<file path="src/sv/modexp_pkg.sv">
// ----------------------------------------------------------------------------
// Modular exponentiation package
// Shared constants and the sequencer state type.
// ----------------------------------------------------------------------------
package modexp_pkg;

    localparam int EXP_WIDTH_DEF = 32;
    localparam int MOD_WIDTH_DEF = 32;
    localparam int BASE_W        = 32;
    localparam int EXPI_W        = 32;
    localparam int RES_W         = 32;

    typedef enum logic [2:0] {
        ST_IDLE,
        ST_RBASE,
        ST_MUL_ACC,
        ST_MUL_SQ,
        ST_DONE
    } t_state;

endpackage

</file>
<file path="src/sv/modexp_if.sv">
// ----------------------------------------------------------------------------
// Modular exponentiation channels
// Valid/ready channels for the operand and result transfers.
// ----------------------------------------------------------------------------
interface modexp_in_if;
    logic                             valid;
    logic                             ready;
    logic [modexp_pkg::BASE_W-1:0]    base_value;
    logic [modexp_pkg::EXPI_W-1:0]    exponent;
    modport source (output valid, base_value, exponent, input ready);
    modport sink   (input valid, base_value, exponent, output ready);
endinterface

interface modexp_out_if;
    logic                            valid;
    logic                            ready;
    logic [modexp_pkg::RES_W-1:0]    result;
    logic                            error;
    modport source (output valid, result, error, input ready);
    modport sink   (input valid, result, error, output ready);
endinterface

</file>
<file path="src/sv/modular_exponentiation_core.sv">
// From operand transfer to result valid: a base reduction over the wider of
// BASE_W and MOD_WIDTH bits, then per exponent bit one square over MOD_WIDTH
// bits plus one more multiply if the bit is set. A zero modulus goes straight
// to the result with the error flag set. One item at a time: the next operand
// is taken at the earliest in the cycle after the result transfer.
// Sync active-low reset returns to idle, modulus set to 1.
// ----------------------------------------------------------------------------
// Modular exponentiation core
// Right-to-left binary square-and-multiply with an interleaved mod multiplier.
// ----------------------------------------------------------------------------
module modular_exponentiation_core #(
    parameter int EXP_WIDTH = modexp_pkg::EXP_WIDTH_DEF,
    parameter int MOD_WIDTH = modexp_pkg::MOD_WIDTH_DEF
) (
    input  logic                 i_clk,
    input  logic                 i_rst_n,
    input  logic                 i_cfg_we,
    input  logic [31:0]          i_cfg_data,
    modexp_in_if.sink            in_ch,
    modexp_out_if.source         out_ch
);
    // Multiply step: Horner over the multiplier bits, MSB first:
    //   p = 2p (mod m); if bit: p = p + a (mod m)
    // both done in one cycle per bit with two conditional subtracts.
    // Base reduce runs MPW bits (base times 1 mod m); squares and
    // accumulate multiplies run MOD_WIDTH bits with the operand left-aligned.
    localparam int W   = MOD_WIDTH;
    localparam int MPW = (modexp_pkg::BASE_W > W) ? modexp_pkg::BASE_W : W;
    localparam int CW  = $clog2(MPW);
    localparam int EW  = (EXP_WIDTH > 1) ? $clog2(EXP_WIDTH) : 1;

    modexp_pkg::t_state r_state, n_state;
    logic [W-1:0]   r_mod;
    logic [W-1:0]   r_acc, n_acc, r_sq, n_sq;
    logic [EXP_WIDTH-1:0] r_exp, n_exp;
    logic [EW-1:0]  r_ecnt, n_ecnt;
    logic [MPW-1:0] r_mplr, n_mplr;   // multiplier bits, shifted out MSB first
    logic [W-1:0]   r_mcnd, n_mcnd;   // multiplicand
    logic [W-1:0]   r_prod, n_prod;
    logic [CW-1:0]  r_bcnt, n_bcnt;
    logic           r_err, n_err;
    logic [W-1:0]   r_res, n_res;

    // one step of the shared unit
    logic [W:0] dbl, dbl_r, sum, sum_r;
    logic [W-1:0] step_out;
    always_comb begin
        dbl   = {r_prod, 1'b0};
        dbl_r = (dbl >= {1'b0, r_mod}) ? dbl - {1'b0, r_mod} : dbl;
        sum   = dbl_r + {1'b0, r_mcnd};
        sum_r = (sum >= {1'b0, r_mod}) ? sum - {1'b0, r_mod} : sum;
        step_out = r_mplr[MPW-1] ? sum_r[W-1:0] : dbl_r[W-1:0];
    end

    always_ff @(posedge i_clk) begin
        if (!i_rst_n) begin
            r_mod <= W'(1);
        end else if (i_cfg_we) begin
            r_mod <= i_cfg_data[W-1:0];
        end
    end

    always_ff @(posedge i_clk) begin
        if (!i_rst_n) begin
            r_state <= modexp_pkg::ST_IDLE;
        end else begin
            r_state <= n_state;
        end
        r_acc <= n_acc; r_sq <= n_sq; r_exp <= n_exp; r_ecnt <= n_ecnt;
        r_mplr <= n_mplr; r_mcnd <= n_mcnd; r_prod <= n_prod; r_bcnt <= n_bcnt;
        r_err <= n_err; r_res <= n_res;
    end

    // base reduce walks the whole base word, the multiplies one modulus word
    logic mul_last;
    assign mul_last = (r_state == modexp_pkg::ST_RBASE) ? (r_bcnt == CW'(MPW - 1))
                                                         : (r_bcnt == CW'(W - 1));

    always_comb begin
        n_state = r_state;
        n_acc = r_acc; n_sq = r_sq; n_exp = r_exp; n_ecnt = r_ecnt;
        n_mplr = r_mplr; n_mcnd = r_mcnd; n_prod = r_prod; n_bcnt = r_bcnt;
        n_err = r_err; n_res = r_res;
        in_ch.ready  = 1'b0;
        out_ch.valid = 1'b0;
        unique case (r_state) inside
            modexp_pkg::ST_IDLE: begin
                in_ch.ready = 1'b1;
                if (in_ch.valid) begin
                    n_exp  = EXP_WIDTH'(in_ch.exponent);
                    n_ecnt = '0;
                    n_bcnt = '0;
                    n_prod = '0;
                    // 1 mod m: zero when m is one
                    n_acc  = (r_mod == W'(1)) ? '0 : W'(1);
                    n_err  = (r_mod == '0);
                    if (r_mod == '0) begin
                        n_res   = '0;
                        n_state = modexp_pkg::ST_DONE;
                    end else begin
                        n_mplr  = MPW'(in_ch.base_value);
                        n_mcnd  = (r_mod == W'(1)) ? '0 : W'(1);
                        n_state = modexp_pkg::ST_RBASE;
                    end
                end
            end
            modexp_pkg::ST_RBASE, modexp_pkg::ST_MUL_ACC, modexp_pkg::ST_MUL_SQ: begin
                n_prod = step_out;
                n_mplr = {r_mplr[MPW-2:0], 1'b0};
                n_bcnt = r_bcnt + CW'(1);
                if (mul_last) begin
                    n_bcnt = '0;
                    n_prod = '0;
                    if (r_state == modexp_pkg::ST_MUL_ACC) begin
                        n_acc = step_out;
                    end else begin
                        n_sq = step_out;
                    end
                    if (r_state == modexp_pkg::ST_MUL_SQ) begin
                        n_exp  = r_exp >> 1;
                        n_ecnt = r_ecnt + EW'(1);
                    end
                    // choose next operation; after a reduce or a square the
                    // new running power is step_out
                    if (r_state == modexp_pkg::ST_MUL_SQ &&
                        r_ecnt == EW'(EXP_WIDTH - 1)) begin
                        n_res   = r_acc;
                        n_state = modexp_pkg::ST_DONE;
                    end else if (r_state == modexp_pkg::ST_MUL_ACC) begin
                        n_mplr  = MPW'(r_sq) << (MPW - W);
                        n_mcnd  = r_sq;
                        n_state = modexp_pkg::ST_MUL_SQ;
                    end else if ((r_state == modexp_pkg::ST_RBASE) ? r_exp[0]
                                                                   : r_exp[1]) begin
                        n_mplr  = MPW'(step_out) << (MPW - W);
                        n_mcnd  = r_acc;
                        n_state = modexp_pkg::ST_MUL_ACC;
                    end else begin
                        n_mplr  = MPW'(step_out) << (MPW - W);
                        n_mcnd  = step_out;
                        n_state = modexp_pkg::ST_MUL_SQ;
                    end
                end
            end
            modexp_pkg::ST_DONE: begin
                out_ch.valid = 1'b1;
                if (out_ch.ready) begin
                    n_state = modexp_pkg::ST_IDLE;
                end
            end
            default: n_state = modexp_pkg::ST_IDLE;
        endcase
    end

    assign out_ch.result = modexp_pkg::RES_W'(r_res);
    assign out_ch.error  = r_err;

`ifndef SYNTHESIS
    a_err_res: assert property (@(posedge i_clk) disable iff (!i_rst_n)
        (out_ch.valid && out_ch.error) |-> (out_ch.result == '0))
        else $error("error result not zero");
    a_res_lt_mod: assert property (@(posedge i_clk) disable iff (!i_rst_n)
        (out_ch.valid && !out_ch.error) |-> (r_res < r_mod))
        else $error("result not reduced");
    a_no_ready_busy: assert property (@(posedge i_clk) disable iff (!i_rst_n)
        out_ch.valid |-> !in_ch.ready)
        else $error("accepting while result pending");
`endif

endmodule

</file>
<file path="src/flat_wrapper.sv">
// flat-port wrapper written by rule: the top's interface ports become plain ports
module modular_exponentiation_core_flat 
#(
    parameter int EXP_WIDTH = modexp_pkg::EXP_WIDTH_DEF,
    parameter int MOD_WIDTH = modexp_pkg::MOD_WIDTH_DEF
)
  (i_clk, i_rst_n, i_cfg_we, i_cfg_data, in_ch_valid, in_ch_base_value, in_ch_exponent, in_ch_ready, out_ch_valid, out_ch_result, out_ch_error, out_ch_ready);
  modexp_in_if in_ch_i ();
  modexp_out_if out_ch_i ();
  input  logic i_clk;
  input  logic i_rst_n;
  input  logic i_cfg_we;
  input  logic [31:0] i_cfg_data;
  input wire logic [$bits(in_ch_i.valid)-1:0] in_ch_valid;
  input wire logic [$bits(in_ch_i.base_value)-1:0] in_ch_base_value;
  input wire logic [$bits(in_ch_i.exponent)-1:0] in_ch_exponent;
  output wire logic [$bits(in_ch_i.ready)-1:0] in_ch_ready;
  output wire logic [$bits(out_ch_i.valid)-1:0] out_ch_valid;
  output wire logic [$bits(out_ch_i.result)-1:0] out_ch_result;
  output wire logic [$bits(out_ch_i.error)-1:0] out_ch_error;
  input wire logic [$bits(out_ch_i.ready)-1:0] out_ch_ready;
  assign in_ch_i.valid = in_ch_valid;
  assign in_ch_i.base_value = in_ch_base_value;
  assign in_ch_i.exponent = in_ch_exponent;
  assign in_ch_ready = in_ch_i.ready;
  assign out_ch_valid = out_ch_i.valid;
  assign out_ch_result = out_ch_i.result;
  assign out_ch_error = out_ch_i.error;
  assign out_ch_i.ready = out_ch_ready;
  modular_exponentiation_core #(.EXP_WIDTH(EXP_WIDTH), .MOD_WIDTH(MOD_WIDTH)) u_core (.i_clk(i_clk), .i_rst_n(i_rst_n), .i_cfg_we(i_cfg_we), .i_cfg_data(i_cfg_data), .in_ch(in_ch_i), .out_ch(out_ch_i));
endmodule
</file>
<file path="config.mk">
export PLATFORM = sky130hd
export DESIGN_NAME = modular_exponentiation_core_flat
export DESIGN_NICKNAME = d
export VERILOG_FILES = /design/src/sv/modexp_pkg.sv /design/src/sv/modexp_if.sv /design/src/sv/modular_exponentiation_core.sv /design/src/flat_wrapper.sv
export SDC_FILE = /design/constraint.sdc
export NUM_CORES = 1
export LEC_CHECK = 0
export ABC_AREA = 1
export BUFFER_PORTS_ARGS = -buffer_cell sky130_fd_sc_hd__buf_2
export CAP_MARGIN = 15
export CORE_ASPECT_RATIO = 0.75
export CORE_MARGIN = 5
export CORE_UTILIZATION = 25
export CTS_CLUSTER_DIAMETER = 100
export DETAILED_ROUTE_END_ITERATION = 6
export GPL_TIMING_DRIVEN = 0
export HOLD_SLACK_MARGIN = 0.15
export PLACE_DENSITY = 0.43
export SYNTH_ARGS = -nofsm -noshare
export SYNTH_HDL_FRONTEND = slang
export SYNTH_SLANG_ARGS = --single-unit
export TNS_END_PERCENT = 50
</file>
<file path="constraint.sdc">
create_clock -name i_clk -period 13.95 [get_ports i_clk]
set_input_delay 3.4875 -clock i_clk [delete_from_list [all_inputs] [get_ports i_clk]]
set_output_delay 3.4875 -clock i_clk [all_outputs]
set_load 0.05 [all_outputs]
</file>
Word level (Yosys, flattened, before mapping) --
Cells that the tools add are included.
Operators by class: equality and inequality tests 16, reductions and logical operators 14, add/subtract/negate cells 5, magnitude comparators 2, mux-type cells 50
Operators by type and width (number):
- 32-bit two-way mux | 25
- 32-bit one-hot mux with 2 select lines | 6
- 33-bit by 32-bit greater-or-equal comparator with 1-bit output | 2
- 33-bit by 32-bit adder with 33-bit output | 1
- 33-bit two-way mux | 1
- 33-bit by 32-bit subtractor with 33-bit output | 1
- 32-bit by 1-bit == test with 1-bit output, second input constant | 1
- 32-bit zero test | 1
- 32-bit subtractor | 1
- 5-bit two-way mux | 4
- 5-bit one-hot mux with 2 select lines | 2
- 3-bit two-way mux | 6
- 5-bit by 1-bit adder with 5-bit output, second input constant | 2
- 5-bit == test, second input constant | 2
- 2-bit inequality test, second input constant | 5
- 5-bit AND reduction | 2
- 3-bit one-hot mux with 3 select lines | 1
- 2-bit by 1-bit inequality test with 1-bit output, second input constant | 4
- 4-bit AND reduction | 2
- 3-bit by 2-bit == test with 1-bit output, second input constant | 2
- 2-bit AND reduction | 3
- 3-bit AND reduction | 2
- 1-bit two-way mux | 5
- 3-bit by 1-bit == test with 1-bit output, second input constant | 1
- 5 further kinds | 5
Storage, ports and cells: bits in registers 270, input bits 101, word-level logic and storage cells 99, output and inout port bits 35

Logic depth before layout (Yosys ltp) --
Gate-level depths: netlist of the first run.
depth after elaboration 11, mapped depth 48, gate-level depth less buffers 47

Worst setup path after synthesis of the first run --
Ideal clock, no wire load.
kind input-to-reg, from in in_ch_valid, to reg u_core.r_ecnt[0], enable pin, data required time 13519 ps, library setup time 431 ps, stages 4, path slack 8119 ps, buffers on the path 0, arrival time 5399 ps, cells stage by stage inv_1 > nor2_1 > nor2_1 > nor2_1
On the way: longest elaborated chain between the ends 2
RTL lines:
- from (decl) | line flat_wrapper.sv:14 | input wire logic [$bits(in_ch_i.valid)-1:0] in_ch_valid;
- 2-bit inequality test (no source line)
- 4-bit AND reduction (no source line)
- to (signal assigned) | line modular_exponentiation_core.sv:69 | r_acc <= n_acc; r_sq <= n_sq; r_exp <= n_exp; r_ecnt <= n_ecnt;
- to (decl) | line modular_exponentiation_core.sv:36 | logic [EW-1:0] r_ecnt, n_ecnt;
No other way between the ends. A chain may end at the register's enable or synchronous reset.

Final worst setup path of the first run --
from reg u_core.r_mod[0], to reg u_core.r_mcnd[31], data pin
On the way: longest elaborated chain between the ends 11, elaborated cells between the ends (all ways) 13, classes of those cells 3 x add/sub; 2 x order compare; 8 x mux
RTL lines:
- from (decl) | line modular_exponentiation_core.sv:33 | logic [W-1:0] r_mod;
- from (signal assigned) | line modular_exponentiation_core.sv:59 | r_mod <= i_cfg_data[W-1:0];
- 33-bit by 32-bit subtractor with 33-bit output / 33-bit by 32-bit greater-or-equal comparator with 1-bit output (equally long branches) | line modular_exponentiation_core.sv:49 | dbl_r = (dbl >= {1'b0, r_mod}) ? dbl - {1'b0, r_mod} : dbl;
- 33-bit two-way mux | line modular_exponentiation_core.sv:49
- 33-bit by 32-bit adder with 33-bit output | line modular_exponentiation_core.sv:50 | sum = dbl_r + {1'b0, r_mcnd};
- 32-bit subtractor / 33-bit by 32-bit greater-or-equal comparator with 1-bit output (equally long branches) | line modular_exponentiation_core.sv:51 | sum_r = (sum >= {1'b0, r_mod}) ? sum - {1'b0, r_mod} : sum;
- 32-bit two-way mux | line modular_exponentiation_core.sv:51
- 32-bit two-way mux (*) | line modular_exponentiation_core.sv:52 | step_out = r_mplr[MPW-1] ? sum_r[W-1:0] : dbl_r[W-1:0];
- 32-bit two-way mux (*) | line modular_exponentiation_core.sv:133 | end else if ((r_state == modexp_pkg::ST_RBASE) ? r_exp[0]
- 32-bit two-way mux (*) | line modular_exponentiation_core.sv:129 | end else if (r_state == modexp_pkg::ST_MUL_ACC) begin
- 32-bit two-way mux (*) | line modular_exponentiation_core.sv:125 | if (r_state == modexp_pkg::ST_MUL_SQ &&
- 32-bit two-way mux (*) | line modular_exponentiation_core.sv:111 | if (mul_last) begin
- 32-bit one-hot mux with 2 select lines (*) | line modular_exponentiation_core.sv:86 | unique case (r_state) inside
- to (signal assigned) | line modular_exponentiation_core.sv:70 | r_mplr <= n_mplr; r_mcnd <= n_mcnd; r_prod <= n_prod; r_bcnt <= n_bcnt;
- to (decl) | line modular_exponentiation_core.sv:38 | logic [W-1:0] r_mcnd, n_mcnd;
Mark *: on every way between the ends. The rest lies on a longest branch, timed or not. The select of a mux whose other input is x is not followed.

==> results of run 1 <==
==> kinds of logic after synthesis <==
kind of cell,after synthesis
buffers and inverters,376
and+or+nand+nor,1327
DFF,270
adders and majority gates,103
xor gates and xnor gates,71
AOI/OAI and AO/OA,335
==> routing by layer <==
metal	routed length, microns	share of wire, %	GRT usage, %	vias to the layer above
li1	-	-	-	8550
met1	36860	50	26.41	8166
met2	30980	42	27.45	447
met3	4721	6.4	3.917	81
met4	1520	2.1	3.741	2
met5	7	0.0094	0	-
==> layout make-up <==
class	count	area, sq um	share of cell area [%]
clock inverters	15	165.2	0.7602
repair buffers	142	808.3	3.720
well taps	968	1211	5.575
clock buffers	48	945.9	4.354
plain buffers	80	357.8	1.647
multi-input cells	1836	9369	43.12
flip-flops and latches	270	7757	35.71
inverters	296	1111	5.114
==> final timing paths <==
kind,cells past startpoint,endpoint,start
hold reg to reg,2,u_core.r_exp[19]$_DFFE_PP_,u_core.r_exp[20]$_DFFE_PP_
setup reg to reg,40,u_core.r_mcnd[31]$_SDFFCE_PP0P_,u_core.r_mod[0]$_SDFFE_PN1P_
hold / removal,2,u_core.r_exp[19]$_DFFE_PP_,u_core.r_exp[20]$_DFFE_PP_
setup / recovery,40,u_core.r_mcnd[31]$_SDFFCE_PP0P_,u_core.r_mod[0]$_SDFFE_PN1P_
==> cells in the final DEF (no fill, tap or decap), drive strengths merged, types with 45 or more instances in the layout <==
cell type	instances
nand4	45
nand2	809
buf	166
clkbuf	104
nand3	172
inv	295
o21ai	95
edfxtp	235
ha	100
a21oi	177
nor2	248
==> cells in the mapped netlist, types with 3 or more instances <==
| library cell | number |
|---|---|
| o21ai_0 | 79 |
| a31oi_1 | 7 |
| o211ai_1 | 9 |
| xor2_1 | 35 |
| nand3_1 | 170 |
| a21o_1 | 16 |
| buf_1 | 3 |
| clkbuf_1 | 56 |
| nor2_2 | 5 |
| o21bai_1 | 18 |
| nand2_1 | 798 |
| nor2_1 | 242 |
| a21oi_1 | 173 |
| nor4_1 | 9 |
| edfxtp_1 | 235 |
| o21ai_1 | 16 |
| nand2_4 | 3 |
| fa_1 | 3 |
| buf_6 | 3 |
| buf_2 | 13 |
| clkinv_1 | 3 |
| nand4_1 | 44 |
| o21a_1 | 6 |
| inv_2 | 4 |
| or2_2 | 6 |
| inv_1 | 289 |
| buf_4 | 5 |
| nor3_1 | 19 |
| nand3b_1 | 7 |
| nand2_2 | 8 |
| a21oi_2 | 4 |
| xnor2_1 | 36 |
| ha_1 | 100 |
| dfxtp_1 | 35 |
==> state kept, by name, indices dropped and copies added, names as in the netlist <==
signal and count:
u_core.r_sq 32, u_core.out_ch.error 1, u_core.r_mplr 32, u_core.out_ch.result 32, u_core.r_prod 32, u_core.r_exp 32, u_core.r_ecnt 5, u_core.r_mcnd 32
u_core.r_bcnt 5, u_core.r_mod 32, u_core.r_acc 32, u_core.r_state 3
==> stage by stage <==
stage | utilization [%] | setup slack (ns) | area [sq um] | hold slack, ns
after floorplan | - | 8.119 | 18550 | 0.4761
after global routing | 29.56 | 4.709 | 21730 | 0.5389
after global placement | 27.81 | 5.665 | 20440 | 0.4925
after detailed placement | 28.05 | 5.781 | 20610 | 0.4988
final | 29.56 | 5.271 | 21730 | 0.5153
after CTS | 29.56 | 5.704 | 21730 | 0.5145
==> worst register-to-register path, delay by kind of cell (launching register included) <==
kind / cells / cell delay, ns
DFF: 1 / 0.46
AOI/OAI and AO/OA: 4 / 0.82
and+or+nand+nor: 27 / 4.62
xor gates and xnor gates: 1 / 0.20
buffers and inverters: 5 / 0.95
adders and majority gates: 3 / 1.36
==> flow_summary.yaml, run 1 <==
outcome:
  status: "finished, final reports clean"
placed_design:
  place.port_buffers: 135
  gp_congestion: 0.9466
  dp_hpwl_microns: 62030
  dpl.cell_count: 3592
synth:
  yosys.area.top_type_share_pct: 38.04
  synthDistinctLibCells: 51
  synth_top_flop_cell: "edfxtp_1"
  syn_inst: 2482
  synth_seq_cells: 270
  avgSynthCellArea_sq_um: 7.474
  yosysSeqAreaShare_pct: 41.82
  synth-compound-area-share_pct: 9.949
  synth_edf_count: 235
  synth_top_family_by_area: "simple AND/OR/NAND/NOR gates"
  yosys.area.top_type: "edfxtp_1"
  synthSimpleGateAreaFrac_pct: 29.89
  synth.area.top_cells: "edfxtp_1 38%, nand2_1 16%, ha_1 6.7%"
  syn_nets: 2686
  async_flop_share_pct: 0
  synthAdderAreaFrac_pct: 7.069
  synth_xor_area_share_pct: 3.352
  synth.area.mux_share_pct: 0
  netlist_area_sq_mm: 0.01855
  yosysWarnings: 0
timing:
  max_slew_margin_pct: 18.33
  maxSlewViolCount: 0
  max_freq_mhz: 115.2
  rsz0062_at_grt: "no"
  setup-tns-final_ns: 0
  fin_crit_ns: 8.679
  clock_skew_ns: 0.02114
  worstMarginPinSlew_ns: 1.225
  post-route-period-util_pct: 62.22
  finalHoldViolCount: 0
  final-setup-viol-count: 0
die:
  ioPinCount: 136
  start_util_pct: 25.24
  die_width_microns: 324.5
  die_h_microns: 245.9
  dieArea_sq_mm: 0.07981
  core_sq_mm: 0.07349
  core.rowCount: 86
job:
  cap_violations: 0
cts:
  clk_path_buf_depth: 3
  numCtsBuffers: 35
  h-tree-depth: 2
  post-cts-setup-buffers: 0
  root_buffer: "clkbuf_16"
  cts_hold_buffers: 0
  clock-sinks: 270
  clock_latency_ns: 0.56
  cts.repair.resized: 0
  tritoncts: "yes"
  cts.reportedPaths.clkPinSlew_ns: 0.06
detailed_routing:
  antenna_left: 0
  drcViolationCount: 0
  drt_iter0_markers: 1564
  drtPass1Iterations: 5
  wire_per_inst_microns: 20.27
  wl_microns: 74090
  vias: 17250
  routed_via_density: 4.718
critical_path:
  rrSetupSlack_ns: 5.27
  cp_data_arrival_time_ns: 8.96
  crit_family: "simple AND/OR/NAND/NOR gates"
  end_kind: "flop"
  crit_fanout: 10
  max_stage_delay_ns: 0.53
  worstSetupPathType: "reg -> reg"
  required_ns: 14.23
  crit_top_cell: "nand2_1"
  crit_slowest_cell: "nor3_1"
  cp-start-kind: "flop"
  path_buf_inv: 5
grt:
  grt-ovfl-total: 0
  grt_pass1_vias: 16980
  grt_util_all_layers_pct: 18.06
  antenna_found_initial: 2
  grt_pass1_wl_microns: 108400
  grt_max_degree: 33
final_layout:
  final-instance-count-excl-fill: 3655
  drive_gt1_share_pct: 9.527
  area_growth_pct: 17.12
  antennaDiodeCount: 0
  fin_nets: 2865
  n_fill_cell: 8100
hold_path:
  holdCritPathClass: "reg -> reg"
Power of run 1 is left out: the tool's default activity adds up to more than one toggle a clock period on the data nets, which glitch-free logic cannot reach.
==> run 2, diff against run 1 <==
--- a/config.mk
+++ b/config.mk
@@ -15,7 +15,7 @@
 export DETAILED_ROUTE_END_ITERATION = 6
 export GPL_TIMING_DRIVEN = 0
 export HOLD_SLACK_MARGIN = 0.15
-export PLACE_DENSITY = 0.43
+export PLACE_DENSITY = 0.44
 export SYNTH_ARGS = -nofsm -noshare
 export SYNTH_HDL_FRONTEND = slang
 export SYNTH_SLANG_ARGS = --single-unit
==> constraint.sdc (replaced) <==
create_clock -name i_clk -period 7.2 [get_ports i_clk]
set_input_delay 1.8 -clock i_clk [delete_from_list [all_inputs] [get_ports i_clk]]
set_output_delay 1.8 -clock i_clk [all_outputs]
set_load 0.05 [all_outputs]
==> flow_summary.yaml, run 2 (synthesized netlist as in run 1, its figures left out) <==
cts:
  root_buffer: "clkbuf_16"
  cts.reportedPaths.clkPinSlew_ns: 0.06
  tritoncts: "yes"
  clock_latency_ns: 0.55
  h-tree-depth: 2
  clk_path_buf_depth: 3
  numCtsBuffers: 35
  clock-sinks: 270
  cts_hold_buffers: 0
die:
  core_sq_mm: 0.07349
  start_util_pct: 25.24
  dieArea_sq_mm: 0.07981
  die_h_microns: 245.9
  die_width_microns: 324.5
  ioPinCount: 136
  core.rowCount: 86
final_layout:
  layout_common_cells: "774 x nand2_1, 285 x inv_1, 235 x edfxtp_1"
  regArea_sq_mm: 0.007759
  n_fill_cell: 7999
  multi_input_area_sq_mm: 0.01005
  final_common_cell: "nand2_1"
  drive_gt1_share_pct: 14.26
  final-instance-count-excl-fill: 3663
  post-route-util_pct: 30.66
  area_growth_pct: 21.46
  fin_nets: 2872
critical_path:
  end_kind: "flop"
  reg2reg_from: "u_core.r_mod[15]$_SDFFE_PN0P_"
  r2r-end: "u_core.r_mplr[30]$_DFFE_PP_"
  worstSetupPathType: "reg -> reg"
  crit_family: "simple AND/OR/NAND/NOR gates"
  crit_fanout: 10
  crit_slowest_cell: "ha_2"
  cp-start-kind: "flop"
  max_stage_delay_ns: 0.43
  path_buf_inv: 8
  r2r_cells: 41
  rrSetupSlack_ns: 0.33
  required_ns: 7.46
  cp_data_arrival_time_ns: 7.13
  crit_top_cell: "nand2_1"
timing:
  final-setup-viol-count: 0
  clock_skew_ns: 0.01687
  finalHoldViolCount: 0
  fin_hold_ws_ns: 0.5062
  max_freq_mhz: 145.6
  worstMarginPinSlew_ns: 1.192
  post-route-period-util_pct: 95.38
  maxSlewViolCount: 0
  max_slew_margin_pct: 19.81
  fin_crit_ns: 6.867
grt:
  antenna_found_initial: 1
  grt_pass1_vias: 17130
  grt_util_all_layers_pct: 17.95
  grt_pass1_wl_microns: 108000
  grt-ovfl-total: 0
  grt_max_degree: 33
hold_path:
  holdCritPathClass: "reg -> reg"
  min_to: "u_core.r_exp[8]$_DFFE_PP_"
  min_path_cells: 2
  min_from: "u_core.r_exp[9]$_DFFE_PP_"
detailed_routing:
  wl_microns: 73990
  wire_per_inst_microns: 20.20
  antenna_left: 0
  routed_via_density: 4.775
  drcViolationCount: 0
  drt_iter0_markers: 1443
  vias: 17490
  drtPass1Iterations: 5
placed_design:
  place.port_buffers: 135
  dp_hpwl_microns: 61540
  dpl.cell_count: 3591
  gp_congestion: 0.9459
outcome:
  status: "finished, final reports clean"
job:
  cap_violations: 0
[run 2: cell types whose count changed in the layout (fill, tap and decap cells not counted), sizes merged]
cell      previous run  this run
buf                166       174
clkbuf             104        98
clkinvlp             0         5
clkinv              14        11
bufinv               2         4
diode                0         2
[run 2: worst register-to-register path: cells and delay by family (launching register included)]
family          cells  cell delay, ns
compound gates      4            0.89
flops               1            0.34
simple gates       23            2.79
fa+ha+maj           4            1.35
buf+inv             8            0.76
xor+xnor            2            0.43
[run 2: timing repair]
| item | 4_1_cts | 5_1_grt |
|---|---|---|
| setup buffers | 2 | 6 |
| pin swaps | 2 | 16 |
| endpoints found under the setup margin | 160 | 160 |
| gates resized for setup | 40 | 123 |
[run 2: metal layers]
metal | track usage [%] | share of wire, %
met2 | 27.20 | 43
met1 | 26.49 | 49
met5 | 0 | 0.018
met4 | 3.702 | 1.8
met3 | 3.635 | 6.7
[run 2: layout make-up]
cell class                 count  share of cell area (%)
inverter                     296                   4.959
tap                          968                   5.376
timing repair buffer         149                   3.732
multi-input combinational   1836                   44.59
sequential                   270                   34.44
clock inverter                19                   1.022
clock buffer                  43                   4.204
antenna                        2                 0.02221
buffer                        80                   1.660
[run 2: how the worst max path moves through the flow]
stage | startpoint | endpoint | slack (ns) | cells past startpoint
CTS | u_core.r_mod[15]$_SDFFE_PN0P_ | u_core.r_mcnd[31]$_SDFFCE_PP0P_ | 0.006 | 38
floorplan | u_core.r_prod[11]$_SDFFCE_PP0P_ | u_core.r_mcnd[25]$_SDFFCE_PP0P_ | 1.90 | 41
detailed placement | u_core.r_mod[2]$_SDFFE_PN0P_ | u_core.r_mcnd[31]$_SDFFCE_PP0P_ | -0.96 | 39
global route | u_core.r_prod[6]$_SDFFCE_PP0P_ | u_core.r_mcnd[31]$_SDFFCE_PP0P_ | -0.01 | 40
global placement | u_core.r_prod[1]$_SDFFCE_PP0P_ | u_core.r_mcnd[31]$_SDFFCE_PP0P_ | -1.0 | 36
finish | u_core.r_mod[15]$_SDFFE_PN0P_ | u_core.r_mplr[30]$_DFFE_PP_ | 0.33 | 41
[run 2: stage by stage]
stage	TNS [ns]	setup WS, ns	cell area (sq um)
3_5_place_dp	-66.18	-0.9588	20590
5_1_grt	-0.01384	-0.01142	22530
3_3_place_gp	-78.17	-0.9977	20440
2_1_floorplan	0	1.899	18550
4_1_cts	0	0.005868	21950
6_report	0	0.3326	22530
Power of run 2 is left out for the same reason.
